**config.mk**
```make
export PLATFORM = sky130hd
export DESIGN_NAME = wire_field_scanner
export DESIGN_NICKNAME = d
export VERILOG_FILES = /design/src/hdl/wfs_pkg.sv /design/src/hdl/wfs_front.sv /design/src/hdl/wfs_back.sv /design/src/hdl/wire_field_scanner.sv
export SDC_FILE = /design/constraint.sdc
export NUM_CORES = 1
export LEC_CHECK = 0
export ABC_AREA = 1
export ABC_CLOCK_PERIOD_IN_PS = 14410
export BUFFER_PORTS_ARGS = -buffer_cell sky130_fd_sc_hd__buf_2
export CORE_MARGIN = 2
export CORE_UTILIZATION = 45
export DETAILED_ROUTE_END_ITERATION = 6
export GPL_ROUTABILITY_DRIVEN = 0
export GPL_TIMING_DRIVEN = 0
export HOLD_SLACK_MARGIN = 0.05
export SYNTH_ARGS = -nofsm -noshare
export SYNTH_HDL_FRONTEND = slang
export SYNTH_SLANG_ARGS = --single-unit
export TNS_END_PERCENT = 30
```
**constraint.sdc**
```tcl
create_clock -name clk -period 14.41 [get_ports clk]
set_input_delay 1.441 -clock clk [delete_from_list [all_inputs] [get_ports clk]]
set_output_delay 1.441 -clock clk [all_outputs]
set_load 0.05 [all_outputs]
```
**src/hdl/wfs_pkg.sv**
```systemverilog
`default_nettype none

package wfs_pkg;

	// Queue between the byte front end and the field parser
	localparam int QDEPTH  = 4;
	localparam int QPTR_W  = $clog2(QDEPTH);
	localparam int QCNT_W  = QPTR_W + 1;

	localparam int MAX_VARINT_BYTES = 10;

	// Wire types that carry a body the parser understands
	localparam logic [2:0] WT_VARINT  = 3'd0;
	localparam logic [2:0] WT_FIXED64 = 3'd1;
	localparam logic [2:0] WT_LEN     = 3'd2;
	localparam logic [2:0] WT_FIXED32 = 3'd5;

	typedef enum logic [2:0] {
		ST_OK       = 3'd0,
		ST_ZERO     = 3'd1,
		ST_BAD_WT   = 3'd2,
		ST_LONG     = 3'd3,
		ST_TRUNC    = 3'd4,
		ST_LEN_BIG  = 3'd5
	} status_t;

	typedef enum logic [2:0] {
		PH_TAG    = 3'd0,
		PH_VARINT = 3'd1,
		PH_FIXED  = 3'd2,
		PH_LENGTH = 3'd3,
		PH_SKIP   = 3'd4
	} phase_t;

	// One classified byte as it sits in the queue
	typedef struct packed {
		logic [7:0] data;
		logic       cont;
		logic       last;
	} byte_item_t;

	// Head of the queue as the parser sees it
	typedef struct packed {
		logic       valid;
		byte_item_t item;
	} q_head_t;

endpackage

`default_nettype wire

```
**src/hdl/wfs_front.sv**
```systemverilog
`default_nettype none

module wfs_front (
	input  wire logic             clk,
	input  wire logic             arst_n,
	input  wire logic [7:0]       data_byte,
	input  wire logic             last_byte,
	input  wire logic             in_valid,
	output logic                  in_ready,
	output wfs_pkg::q_head_t      head,
	input  wire logic             pop
);

	wfs_pkg::byte_item_t                mem_q [wfs_pkg::QDEPTH];
	logic [wfs_pkg::QPTR_W-1:0]         wr_ptr_q;
	logic [wfs_pkg::QPTR_W-1:0]         rd_ptr_q;
	logic [wfs_pkg::QCNT_W-1:0]         cnt_q;
	wfs_pkg::byte_item_t                cls;
	logic                               push;
	logic                               pop_ok;

	// classify: the continuation flag rides along with the byte
	always_comb begin
		cls.data = data_byte;
		cls.cont = data_byte[7];
		cls.last = last_byte;
	end

	assign in_ready = (cnt_q != wfs_pkg::QCNT_W'(wfs_pkg::QDEPTH));
	assign push     = in_valid && in_ready;
	assign pop_ok   = pop && (cnt_q != '0);

	assign head.valid = (cnt_q != '0);
	assign head.item  = mem_q[rd_ptr_q];

	always_ff @(posedge clk) begin
		if (push) begin
			mem_q[wr_ptr_q] <= cls;
		end
	end

	always_ff @(posedge clk or negedge arst_n) begin
		if (!arst_n) begin
			wr_ptr_q <= '0;
			rd_ptr_q <= '0;
			cnt_q    <= '0;
		end else begin
			if (push) begin
				wr_ptr_q <= wr_ptr_q + 1'b1;
			end
			if (pop_ok) begin
				rd_ptr_q <= rd_ptr_q + 1'b1;
			end
			case ({push, pop_ok})
				2'b10:   cnt_q <= cnt_q + 1'b1;
				2'b01:   cnt_q <= cnt_q - 1'b1;
				default: cnt_q <= cnt_q;
			endcase
		end
	end

	a_cnt_bound: assert property (@(posedge clk) disable iff (!arst_n)
		cnt_q <= wfs_pkg::QCNT_W'(wfs_pkg::QDEPTH))
		else $error("queue count beyond depth");

endmodule

`default_nettype wire

```
**src/hdl/wfs_back.sv**
```systemverilog
`default_nettype none

module wfs_back (
	input  wire logic             clk,
	input  wire logic             arst_n,
	input  wire wfs_pkg::q_head_t head,
	output logic                  pop,
	output logic                  out_valid,
	input  wire logic             out_ready,
	output logic [28:0]           field_id,
	output logic [2:0]            wire_type,
	output logic [63:0]           field_value,
	output logic [30:0]           payload_length,
	output logic [2:0]            status,
	output logic                  end_of_buffer
);

	wfs_pkg::phase_t  phase_q, phase_nxt;
	logic [63:0]      accum_q, accum_nxt;
	logic [3:0]       cnt_q, cnt_nxt;
	logic [28:0]      num_q, num_nxt;
	logic [2:0]       wt_q, wt_nxt;
	logic [30:0]      skip_q, skip_nxt;
	logic             err_q, err_nxt;

	logic             out_valid_q;
	logic [28:0]      num_out_q;
	logic [2:0]       wt_out_q;
	logic [63:0]      val_out_q;
	logic [30:0]      len_out_q;
	wfs_pkg::status_t st_out_q;
	logic             eob_out_q;

	logic             fire;
	logic             last;
	logic [63:0]      vshift, fshift, vacc, facc;
	logic [3:0]       cnt_inc;
	logic             vdone, vlong;
	logic [28:0]      tag_num;
	logic [2:0]       tag_wt;
	logic [31:0]      len32;
	logic [30:0]      skip_dec;

	logic             f_go;
	logic [28:0]      f_num;
	logic [2:0]       f_wt;
	wfs_pkg::status_t f_st;
	logic             ok_go;
	logic [63:0]      ok_val;
	logic [30:0]      ok_len;
	logic             clear;

	assign fire = head.valid && (!out_valid_q || out_ready);
	assign pop  = fire;
	assign last = head.item.last;

	// place the 7 payload bits of a varint byte at 7 * count
	always_comb begin
		vshift = '0;
		for (int k = 0; k < wfs_pkg::MAX_VARINT_BYTES; k++) begin
			if (cnt_q == 4'(k)) begin
				vshift = 64'(head.item.data[6:0]) << (7 * k);
			end
		end
	end

	assign fshift   = 64'(head.item.data) << {cnt_q[2:0], 3'b000};
	assign vacc     = accum_q | vshift;
	assign facc     = accum_q | fshift;
	assign cnt_inc  = cnt_q + 4'd1;
	assign vdone    = !head.item.cont;
	assign vlong    = head.item.cont && (cnt_q == 4'(wfs_pkg::MAX_VARINT_BYTES - 1));
	assign tag_num  = vacc[31:3];
	assign tag_wt   = vacc[2:0];
	assign len32    = vacc[31:0];
	assign skip_dec = (skip_q != '0) ? skip_q - 31'd1 : '0;

	always_comb begin
		phase_nxt = phase_q;
		accum_nxt = accum_q;
		cnt_nxt   = cnt_q;
		num_nxt   = num_q;
		wt_nxt    = wt_q;
		skip_nxt  = skip_q;
		err_nxt   = err_q;
		f_go      = 1'b0;
		f_num     = num_q;
		f_wt      = wt_q;
		f_st      = wfs_pkg::ST_TRUNC;
		ok_go     = 1'b0;
		ok_val    = '0;
		ok_len    = '0;
		clear     = 1'b0;

		if (err_q) begin
			// drop bytes until the end of the buffer
			if (last) begin
				clear   = 1'b1;
				err_nxt = 1'b0;
			end
		end else begin
			case (phase_q)
				wfs_pkg::PH_TAG: begin
					accum_nxt = vacc;
					cnt_nxt   = cnt_inc;
					if (!vdone) begin
						if (vlong || last) begin
							f_go  = 1'b1;
							f_num = '0;
							f_wt  = '0;
							f_st  = vlong ? wfs_pkg::ST_LONG : wfs_pkg::ST_TRUNC;
						end
					end else if (tag_num == '0) begin
						f_go  = 1'b1;
						f_num = '0;
						f_wt  = tag_wt;
						f_st  = wfs_pkg::ST_ZERO;
					end else if (!(tag_wt inside {wfs_pkg::WT_VARINT, wfs_pkg::WT_FIXED64,
							wfs_pkg::WT_LEN, wfs_pkg::WT_FIXED32})) begin
						f_go  = 1'b1;
						f_num = tag_num;
						f_wt  = tag_wt;
						f_st  = wfs_pkg::ST_BAD_WT;
					end else begin
						num_nxt   = tag_num;
						wt_nxt    = tag_wt;
						accum_nxt = '0;
						cnt_nxt   = '0;
						case (tag_wt)
							wfs_pkg::WT_VARINT: phase_nxt = wfs_pkg::PH_VARINT;
							wfs_pkg::WT_LEN:    phase_nxt = wfs_pkg::PH_LENGTH;
							default:            phase_nxt = wfs_pkg::PH_FIXED;
						endcase
						if (last) begin
							f_go  = 1'b1;
							f_num = tag_num;
							f_wt  = tag_wt;
							f_st  = wfs_pkg::ST_TRUNC;
						end
					end
				end
				wfs_pkg::PH_VARINT: begin
					accum_nxt = vacc;
					cnt_nxt   = cnt_inc;
					if (!vdone) begin
						if (vlong || last) begin
							f_go = 1'b1;
							f_st = vlong ? wfs_pkg::ST_LONG : wfs_pkg::ST_TRUNC;
						end
					end else begin
						ok_go  = 1'b1;
						ok_val = vacc;
					end
				end
				wfs_pkg::PH_FIXED: begin
					accum_nxt = facc;
					cnt_nxt   = cnt_inc;
					if ((wt_q == wfs_pkg::WT_FIXED64) ? (cnt_inc >= 4'd8) : (cnt_inc >= 4'd4)) begin
						ok_go  = 1'b1;
						ok_val = facc;
					end else if (last) begin
						f_go = 1'b1;
						f_st = wfs_pkg::ST_TRUNC;
					end
				end
				wfs_pkg::PH_LENGTH: begin
					accum_nxt = vacc;
					cnt_nxt   = cnt_inc;
					if (!vdone) begin
						if (vlong || last) begin
							f_go = 1'b1;
							f_st = vlong ? wfs_pkg::ST_LONG : wfs_pkg::ST_TRUNC;
						end
					end else if (len32[31]) begin
						f_go = 1'b1;
						f_st = wfs_pkg::ST_LEN_BIG;
					end else if (len32 == '0) begin
						ok_go = 1'b1;
					end else begin
						accum_nxt = 64'(len32);
						cnt_nxt   = '0;
						skip_nxt  = len32[30:0];
						phase_nxt = wfs_pkg::PH_SKIP;
						if (last) begin
							f_go = 1'b1;
							f_st = wfs_pkg::ST_TRUNC;
						end
					end
				end
				wfs_pkg::PH_SKIP: begin
					skip_nxt = skip_dec;
					if (skip_dec == '0) begin
						ok_go  = 1'b1;
						ok_len = accum_q[30:0];
					end else if (last) begin
						f_go = 1'b1;
						f_st = wfs_pkg::ST_TRUNC;
					end
				end
				default: begin
					clear = 1'b1;
				end
			endcase
		end

		if (f_go) begin
			clear   = 1'b1;
			err_nxt = !last;
		end
		if (ok_go) begin
			clear = 1'b1;
		end
		if (clear) begin
			phase_nxt = wfs_pkg::PH_TAG;
			accum_nxt = '0;
			cnt_nxt   = '0;
			num_nxt   = '0;
			wt_nxt    = '0;
			skip_nxt  = '0;
		end
	end

	always_ff @(posedge clk or negedge arst_n) begin
		if (!arst_n) begin
			phase_q     <= wfs_pkg::PH_TAG;
			accum_q     <= '0;
			cnt_q       <= '0;
			num_q       <= '0;
			wt_q        <= '0;
			skip_q      <= '0;
			err_q       <= 1'b0;
			out_valid_q <= 1'b0;
		end else begin
			if (fire) begin
				phase_q     <= phase_nxt;
				accum_q     <= accum_nxt;
				cnt_q       <= cnt_nxt;
				num_q       <= num_nxt;
				wt_q        <= wt_nxt;
				skip_q      <= skip_nxt;
				err_q       <= err_nxt;
				out_valid_q <= f_go || ok_go;
			end else if (out_ready) begin
				out_valid_q <= 1'b0;
			end
		end
	end

	always_ff @(posedge clk) begin
		if (fire && (f_go || ok_go)) begin
			num_out_q <= f_go ? f_num : num_q;
			wt_out_q  <= f_go ? f_wt : wt_q;
			val_out_q <= f_go ? '0 : ok_val;
			len_out_q <= f_go ? '0 : ok_len;
			st_out_q  <= f_go ? f_st : wfs_pkg::ST_OK;
			eob_out_q <= last;
		end
	end

	assign out_valid      = out_valid_q;
	assign field_id       = num_out_q;
	assign wire_type      = wt_out_q;
	assign field_value    = val_out_q;
	assign payload_length = len_out_q;
	assign status         = st_out_q;
	assign end_of_buffer  = eob_out_q;

	a_hold_clean: assert property (@(posedge clk) disable iff (!arst_n)
		err_q |-> (phase_q == wfs_pkg::PH_TAG) && (cnt_q == '0) && (skip_q == '0))
		else $error("field state left behind while holding after an error");

	a_err_zero: assert property (@(posedge clk) disable iff (!arst_n)
		out_valid_q && (st_out_q != wfs_pkg::ST_OK) |-> (val_out_q == '0) && (len_out_q == '0))
		else $error("error result carries value or length");

	a_ok_num: assert property (@(posedge clk) disable iff (!arst_n)
		out_valid_q && (st_out_q == wfs_pkg::ST_OK) |-> (num_out_q != '0))
		else $error("completed field with field number zero");

	a_trunc_eob: assert property (@(posedge clk) disable iff (!arst_n)
		out_valid_q && (st_out_q == wfs_pkg::ST_TRUNC) |-> eob_out_q)
		else $error("truncation reported away from the last byte");

endmodule

`default_nettype wire

```
**src/hdl/wire_field_scanner.sv**
```systemverilog
// Wire-format field scanner.
// Input channel (in_valid/in_ready): one buffer byte per item on data_byte,
// with last_byte high on the final byte of the buffer.
// Output channel (out_valid/out_ready): one item per completed field or per
// error: field_id, wire_type, field_value (varint or fixed body),
// payload_length (length-delimited bodies, whose payload bytes are skipped),
// status and end_of_buffer.
// Throughput: one byte per cycle while results are taken. The parser retires
// one byte each cycle unless a result waits on out_ready; its next-state
// logic is a single pass over a 64-bit accumulator. The byte completing a
// field is written into the 4-entry byte queue; the parser registers the
// result in its output register as it pops that byte.
// After an error the scanner emits nothing until the last byte of the buffer;
// every last byte returns it to reading a tag.
// Reset (arst_n low) empties the queue, drops any pending result and clears
// the parser state; no clearing pass is needed.
// When the receiver stalls, the result holds in the output register while
// the queue keeps taking bytes; in_ready falls only once the queue is full.
`default_nettype none

module wire_field_scanner (
	input  wire logic        clk,
	input  wire logic        arst_n,
	input  wire logic        in_valid,
	output logic             in_ready,
	input  wire logic [7:0]  data_byte,
	input  wire logic        last_byte,
	output logic             out_valid,
	input  wire logic        out_ready,
	output logic [28:0]      field_id,
	output logic [2:0]       wire_type,
	output logic [63:0]      field_value,
	output logic [30:0]      payload_length,
	output logic [2:0]       status,
	output logic             end_of_buffer
);

	wfs_pkg::q_head_t head;
	logic             pop;

	// Front: take bytes, flag continuation, queue them
	wfs_front u_front (
		.clk       (clk),
		.arst_n    (arst_n),
		.data_byte (data_byte),
		.last_byte (last_byte),
		.in_valid  (in_valid),
		.in_ready  (in_ready),
		.head      (head),
		.pop       (pop)
	);

	// Back: walk tag and body, register one result per field
	wfs_back u_back (
		.clk            (clk),
		.arst_n         (arst_n),
		.head           (head),
		.pop            (pop),
		.out_valid      (out_valid),
		.out_ready      (out_ready),
		.field_id       (field_id),
		.wire_type      (wire_type),
		.field_value    (field_value),
		.payload_length (payload_length),
		.status         (status),
		.end_of_buffer  (end_of_buffer)
	);

endmodule

`default_nettype wire
```
== Yosys cells after proc, flatten, opt, wreduce, memory -nomap -nowiden ==
Memory sizes are Yosys's and may differ from the RTL's.
Cells that the tools add are included.
Word-level totals
  bits in registers: 274
  latch bits: 0
  memory bits (writable): 40
  memory bits (read-only): 0
  input port bits: 13
  output and inout bits: 133
  logic and storage cells: 219
  memories kept: 1
Memory list
  u_front.mem_q: depth 4, width 10, read ports 1, clocked after Yosys merged registers in 0, wr ports 1, line wfs_front.sv:14  | wfs_pkg::byte_item_t mem_q [wfs_pkg::QDEPTH];
Operators by class
  add/subtract/negate cells: 6
  multiply operators: 0
  divide/modulo/power cells: 0
  magnitude comparators: 2
  eq/ne operators: 29
  shifts and indexed selects: 1
  muxes and demuxes: 120
  bitwise gates (word level): 5
  reductions and logical operators: 37
Operator list (count)
  64-bit 2-to-1 mux: 19
  29-bit 2-to-1 mux: 14
  64-bit case mux with 4 select lines: 1
  31-bit 2-to-1 mux: 6
  64-bit OR: 2
  64-bit case mux with 2 select lines: 1
  3-bit 2-to-1 mux: 30
  8-bit by 6-bit << shifter with 64-bit output: 1
  31-bit case mux with 2 select lines: 1
  32-bit logical NOT: 1
  1-bit 2-to-1 mux: 32
  4-bit 2-to-1 mux: 8
  31-bit logical NOT: 1
  31-bit nonzero test: 1
  31-bit by 1-bit subtractor with 31-bit output (second input constant): 1
  29-bit logical NOT: 1
  4-bit by 3-bit == test with 1-bit output (second input constant): 4
  3-bit inequality test (second input constant): 4
  3-bit case mux with 2 select lines: 2
  4-bit case mux with 3 select lines: 1
  6-bit AND reduction: 2
  3-bit by 1-bit == test with 1-bit output (second input constant): 3
  3-bit by 2-bit == test with 1-bit output (second input constant): 3
  3-bit case mux with 3 select lines: 1
  35 further kinds: 60

== Depth between registers and ports, before layout ==
  depth after elaboration: 23
  gate-level depth with buffers: 27
  gate-level depth less buffers: 24

== Modules after synthesis ==
From an unflattened synthesis, not the netlist that was laid out.
Unflattened totals
  cell total of the unflattened synthesis: 2323
  area, all modules: 18355.1 um^2
By module, submodules not included
  wfs_back: times used 1, cells an instance 2158, area an instance 16354.4 um^2, sequential area each 7337.0 um^2
  wfs_front: times used 1, cells an instance 165, area an instance 2000.7 um^2, sequential area each 1256.2 um^2

== Worst setup path after synthesis ==
Ideal clock, no wire load.
  path kind: register -> register
  start point: register u_back.cnt_q[1]
  end point: register u_back.out_valid_q, in the netlist u_back.out_valid
  setup time: 0.106 ns
  arrival time: 9.831 ns
  data required time: 14.304 ns
  path slack: 4.473 ns
  stages on the path, launching flop included: 19
  path buffers: 2
  clock period less this slack: 9.937 ns
  cell sequence: dfrtp_1 clkbuf_1 clkinv_1 clkbuf_1 ha_1 inv_1 nand2_1 inv_1 nand3_2 o21ai_1 nand2_1 o21ai_1 nor2_2 nand3_1 a21oi_2 nand3_1 nand2_2 a21oi_1 or2_2
Between the ends
  word-level cells in the longest chain between the ends: 21
  elaborated cells between the ends (all ways): 53
  those cells by class: add/sub: 1; order compare: 2; eq/ne: 12; mux: 29; bitwise: 1; reduce/logical: 8
Ends and longest elaborated chain
  start, declared: line wfs_back.sv:20  | logic [3:0] cnt_q, cnt_nxt;
  start signal, assigned: line wfs_back.sv:237  | cnt_q <= cnt_nxt;
  4-bit logical NOT: line wfs_back.sv:61  | if (cnt_q == 4'(k)) begin
  7-bit 2-to-1 mux: line wfs_back.sv:61
  64-bit 2-to-1 mux (9 in series): line wfs_back.sv:61
  64-bit OR: line wfs_back.sv:68  | assign vacc = accum_q | vshift;
  3-bit by 1-bit == test with 1-bit output, or another cell as far along: line wfs_back.sv:118  | end else if (!(tag_wt inside {wfs_pkg::WT_VARINT, wfs_pkg::WT_FIXED64,
  4-bit nonzero test: line wfs_back.sv:118
  1-bit 2-to-1 mux: line wfs_back.sv:118
  1-bit 2-to-1 mux: line wfs_back.sv:113  | end else if (tag_num == '0) begin
  1-bit 2-to-1 mux: line wfs_back.sv:106  | if (!vdone) begin
  1-bit case mux with 5 select lines: line wfs_back.sv:102  | case (phase_q)
  1-bit 2-to-1 mux: line wfs_back.sv:95  | if (err_q) begin
  1-bit logical OR *: line wfs_back.sv:242  | out_valid_q <= f_go || ok_go;
  1-bit 2-to-1 mux *: line wfs_back.sv:234  | if (fire) begin
  end signal, assigned: line wfs_back.sv:242
  end, declared: line wfs_back.sv:26  | logic out_valid_q;
Every way passes the cells marked *; elsewhere a longest branch is shown, timed or not.
A chain may end at the register's enable or synchronous reset.

== Final worst setup path ==
  start point: register u_back.cnt_q[1]
  end point: register u_back.num_out_q[24], in the netlist u_back.field_id[24] (data pin)
Between the ends
  word-level cells in the longest chain between the ends: 20
  elaborated cells between the ends (all ways): 53
  those cells by class: add/sub: 1; order compare: 2; eq/ne: 12; mux: 30; bitwise: 1; reduce/logical: 7
Ends and longest elaborated chain
  4-bit logical NOT: line wfs_back.sv:61
  7-bit 2-to-1 mux: line wfs_back.sv:61
  64-bit 2-to-1 mux (9 in series): line wfs_back.sv:61
  64-bit OR: line wfs_back.sv:68
  3-bit by 1-bit == test with 1-bit output, or another cell as far along: line wfs_back.sv:118
  4-bit nonzero test: line wfs_back.sv:118
  1-bit 2-to-1 mux / 29-bit 2-to-1 mux (equally long branches): line wfs_back.sv:118
  1-bit 2-to-1 mux / 29-bit 2-to-1 mux (equally long branches): line wfs_back.sv:113
  1-bit 2-to-1 mux / 29-bit 2-to-1 mux (equally long branches): line wfs_back.sv:106
  1-bit case mux with 5 select lines / 29-bit 2-to-1 mux (equally long branches): line wfs_back.sv:102
  1-bit 2-to-1 mux / 29-bit 2-to-1 mux (equally long branches): line wfs_back.sv:95
  29-bit 2-to-1 mux *: line wfs_back.sv:251  | num_out_q <= f_go ? f_num : num_q;
  end signal, assigned: line wfs_back.sv:251
  end, declared: line wfs_back.sv:27  | logic [28:0] num_out_q;
Marked as above.

==> metrics.md <==
| Metric | Value |
|---|---|
| TritonCTS clock tree | `done` |
| Core Area | `38,700 um^2` |
| Commonest non-fill, non-tap cell in the layout | `nand2_1` |
| Async SR Flop Fraction | `0.461` |
| Max-slew violation count | `0` |
| Outcome | `finished with violations` |
| Top FF cell, synth | `edfxtp_1` |
| I/O pins | `146` |
| Crit end category | `flip-flop` |
| Clock skew | `21.8 ps` |
| Rows | `72` |
| Synthesis-stage register bit count | `310` |
| N_diodes | `0` |
| Cell Area, Synth | `17,700 um^2` |
| Final hold violations | `0` |
| DR WL/cell | `20.6 um` |
| Max Fclk | `181 MHz` |
| Fillers | `3,762` |
| Syn Inst Count | `2,254` |
| Nets | `2,468` |
| Via density | `5.70` |
| # DRC | `7` |
| Worst rel slew slack | `0.343` |
| # clock sinks | `310` |
| Clk Latency, worst-skew pair | `570 ps` |
| First-pass GRT wire length | `93,600 um` |
| Post-synthesis sequential area ratio | `0.487` |
| Most frequent cells in the layout | `nand2_1 (522), nor2_1 (286), o21ai_0 (260)` |
| Largest net degree at the start of global routing | `106` |
| Yosys warns | `0` |
| Maximum fanout along the worst path | `11` |
| Period utilization | `0.384` |
| CTS Buffer Depth | `3` |
| Routed via count | `17,100` |
| Tmin final | `5530 ps` |
| Maxcap violations | `0` |
| Grt ovf | `0` |
| Critical Path RT | `14,670 ps` |
| Critical Path Source Type | `flip-flop` |
| Actual slew at the worst max-slew pin | `981 ps` |
| Vias in the first global route | `16,000` |
| Hold Crit Depth | `1` |
| Critical path arrival | `5780 ps` |
| P&R area growth vs syn | `15.8%` |
| Die area | `40,800 um^2` |
| CP Class | `flip-flop to flip-flop` |
| Post-synthesis cell type count | `49` |
| # placed instances | `2,923` |
| Initial Utilization | `0.456` |
| Post-CTS Setup Repair Bufs | `0` |
| DRT antenna net count | `0` |
| Die height | `202 um` |
| Gates resized, CTS repair | `0` |
| TNS Setup | `0 ps` |
| Worst hold path class | `flip-flop to flip-flop` |
| Net Count, Synth | `2,278` |
| Initial antenna violation count | `0` |
| Layout cell share with drive strength beyond 1 | `0.123` |
| H-tree Lvls | `2` |
| GRT Overall Usage | `0.299` |
| DR iter-0 viols | `2,114` |
| Average size of a mapped cell | `7.84 um^2` |
| CTS Hold Bufs | `0` |
| Final setup fails | `0` |
| Root Driver | `clkbuf_16` |
| Num CTS Buffers | `37` |
| Drt first pass iters | `7` |
| Die Span X | `202 um` |
| Clk pin slew, worst setup/hold paths | `60 ps` |
| Unrepaired setup endpoints after global routing | `no` |
| Hpwl dp | `44,900 um` |
| Non-Filler Instances | `2,991` |
| I/O Buffers | `145` |
| Number of flops mapped to enable cells by yosys | `167` |
| Failing checks | `DRC` |
| Total wire length | `61,700 um` |
| Worst R2R Path Depth | `19` |
-- cell usage after synthesis (all sizes together), types with 5 or more instances --
master	instances	area share
inv	252	0.054
buf	44	0.018
xnor2	5	0.0025
xor2	8	0.0040
dfrtp	143	0.20
nor2	296	0.066
nand4	17	0.0064
clkbuf	73	0.016
o21bai	19	0.0081
a21oi	37	0.011
ha	10	0.0071
nor3	6	0.0020
o211ai	35	0.015
a22oi	41	0.017
nand3	167	0.048
o22ai	42	0.015
edfxtp	167	0.28
nand2	536	0.12
o221ai	10	0.0050
o21ai	327	0.094
-- state kept, by name (all words and copies together) (netlist names), 4 cells and up --
name	flops
u_front.mem_q	36
u_back.payload_length	31
u_back.accum_q	64
u_back.cnt_q	4
u_back.field_value	64
u_back.skip_q	31
u_back.num_q	29
u_back.field_id	29
-- per-layer routing --
layer | global-route usage | share of wire | up-vias
met2 | 0.480 | 0.47 | 883
met1 | 0.405 | 0.41 | 8091
met4 | 0.147 | 0.048 | 0
met3 | 0.0347 | 0.079 | 159
met5 | 0 | 0 | -
li1 | - | - | 7917
-- through the flow --
| step | hold WS, ps | instance area (um^2) | util | setup WS (ps) |
|---|---|---|---|---|
| 2_1_floorplan | 446 | 17700 | - | 4470 |
| 3_3_place_gp | 462 | 19000 | 0.491 | 252 |
| 3_5_place_dp | 467 | 19200 | 0.495 | 9120 |
| 4_1_cts | 479 | 20400 | 0.528 | 9100 |
| 5_1_grt | 507 | 20400 | 0.528 | 8700 |
| 6_report | 474 | 20400 | 0.528 | 8880 |
-- layout make-up --
cell class,instances,area (um^2),area share
Buffer,117,607,0.0297
Clock buffer,46,1020,0.0500
Clock inverter,22,230,0.0113
Inverter,255,957,0.0468
Multi-Input combinational cell,1572,7510,0.368
Sequential cell,310,8590,0.420
Tap cell,518,648,0.0317
Timing Repair Buffer,151,871,0.0426
-- final timing paths --
kind	end	slack (ps)	startpoint
worst max-delay path	u_back.field_id[24]$_DFFE_PP_	8880	u_back.cnt_q[1]$_DFFE_PN0P_
worst min-delay path	u_front.cnt_q[0]$_DFFE_PN0P_	470	u_front.cnt_q[0]$_DFFE_PN0P_
worst max register to register	u_back.field_id[24]$_DFFE_PP_	8880	u_back.cnt_q[1]$_DFFE_PN0P_
worst min register to register	u_front.cnt_q[0]$_DFFE_PN0P_	470	u_front.cnt_q[0]$_DFFE_PN0P_
max in group asynchronous	u_back.num_q[1]$_DFFE_PN0P_	12660	arst_n
min in group asynchronous	u_back.num_q[8]$_DFFE_PN0P_	760	arst_n
-- cell families (layout without fill, tap and decap cells) --
logic type | after synthesis | in the layout | share of synthesized area
simple gates | 1026 | 1026 | 0.240
buf+inv | 372 | 591 | 0.0886
flops | 310 | 310 | 0.487
fa+ha+maj | 11 | 11 | 0.00822
xor+xnor | 13 | 13 | 0.00645
compound gates | 519 | 519 | 0.168
mux | 3 | 3 | 0.00184
-- worst max-delay path, cell delays in order, from the launching register on --
cell      delay (ps)
dfrtp_1          390
clkbuf_1         350
clkinv_1         370
clkbuf_1         340
ha_1             290
inv_1            100
nand2_1           70
inv_1             90
nand3_2          200
o21ai_1          690
nand2_1          260
o21ai_1          260
nor2_2           160
nand3_1          170
a21oi_2           80
nand3_1          150
nand2_2          150
nor2_2           380
clkbuf_1         450
o22ai_1          220
Power is left out: the tool's default activity adds up to more than one toggle a clock period on the data nets, which glitch-free logic cannot reach.
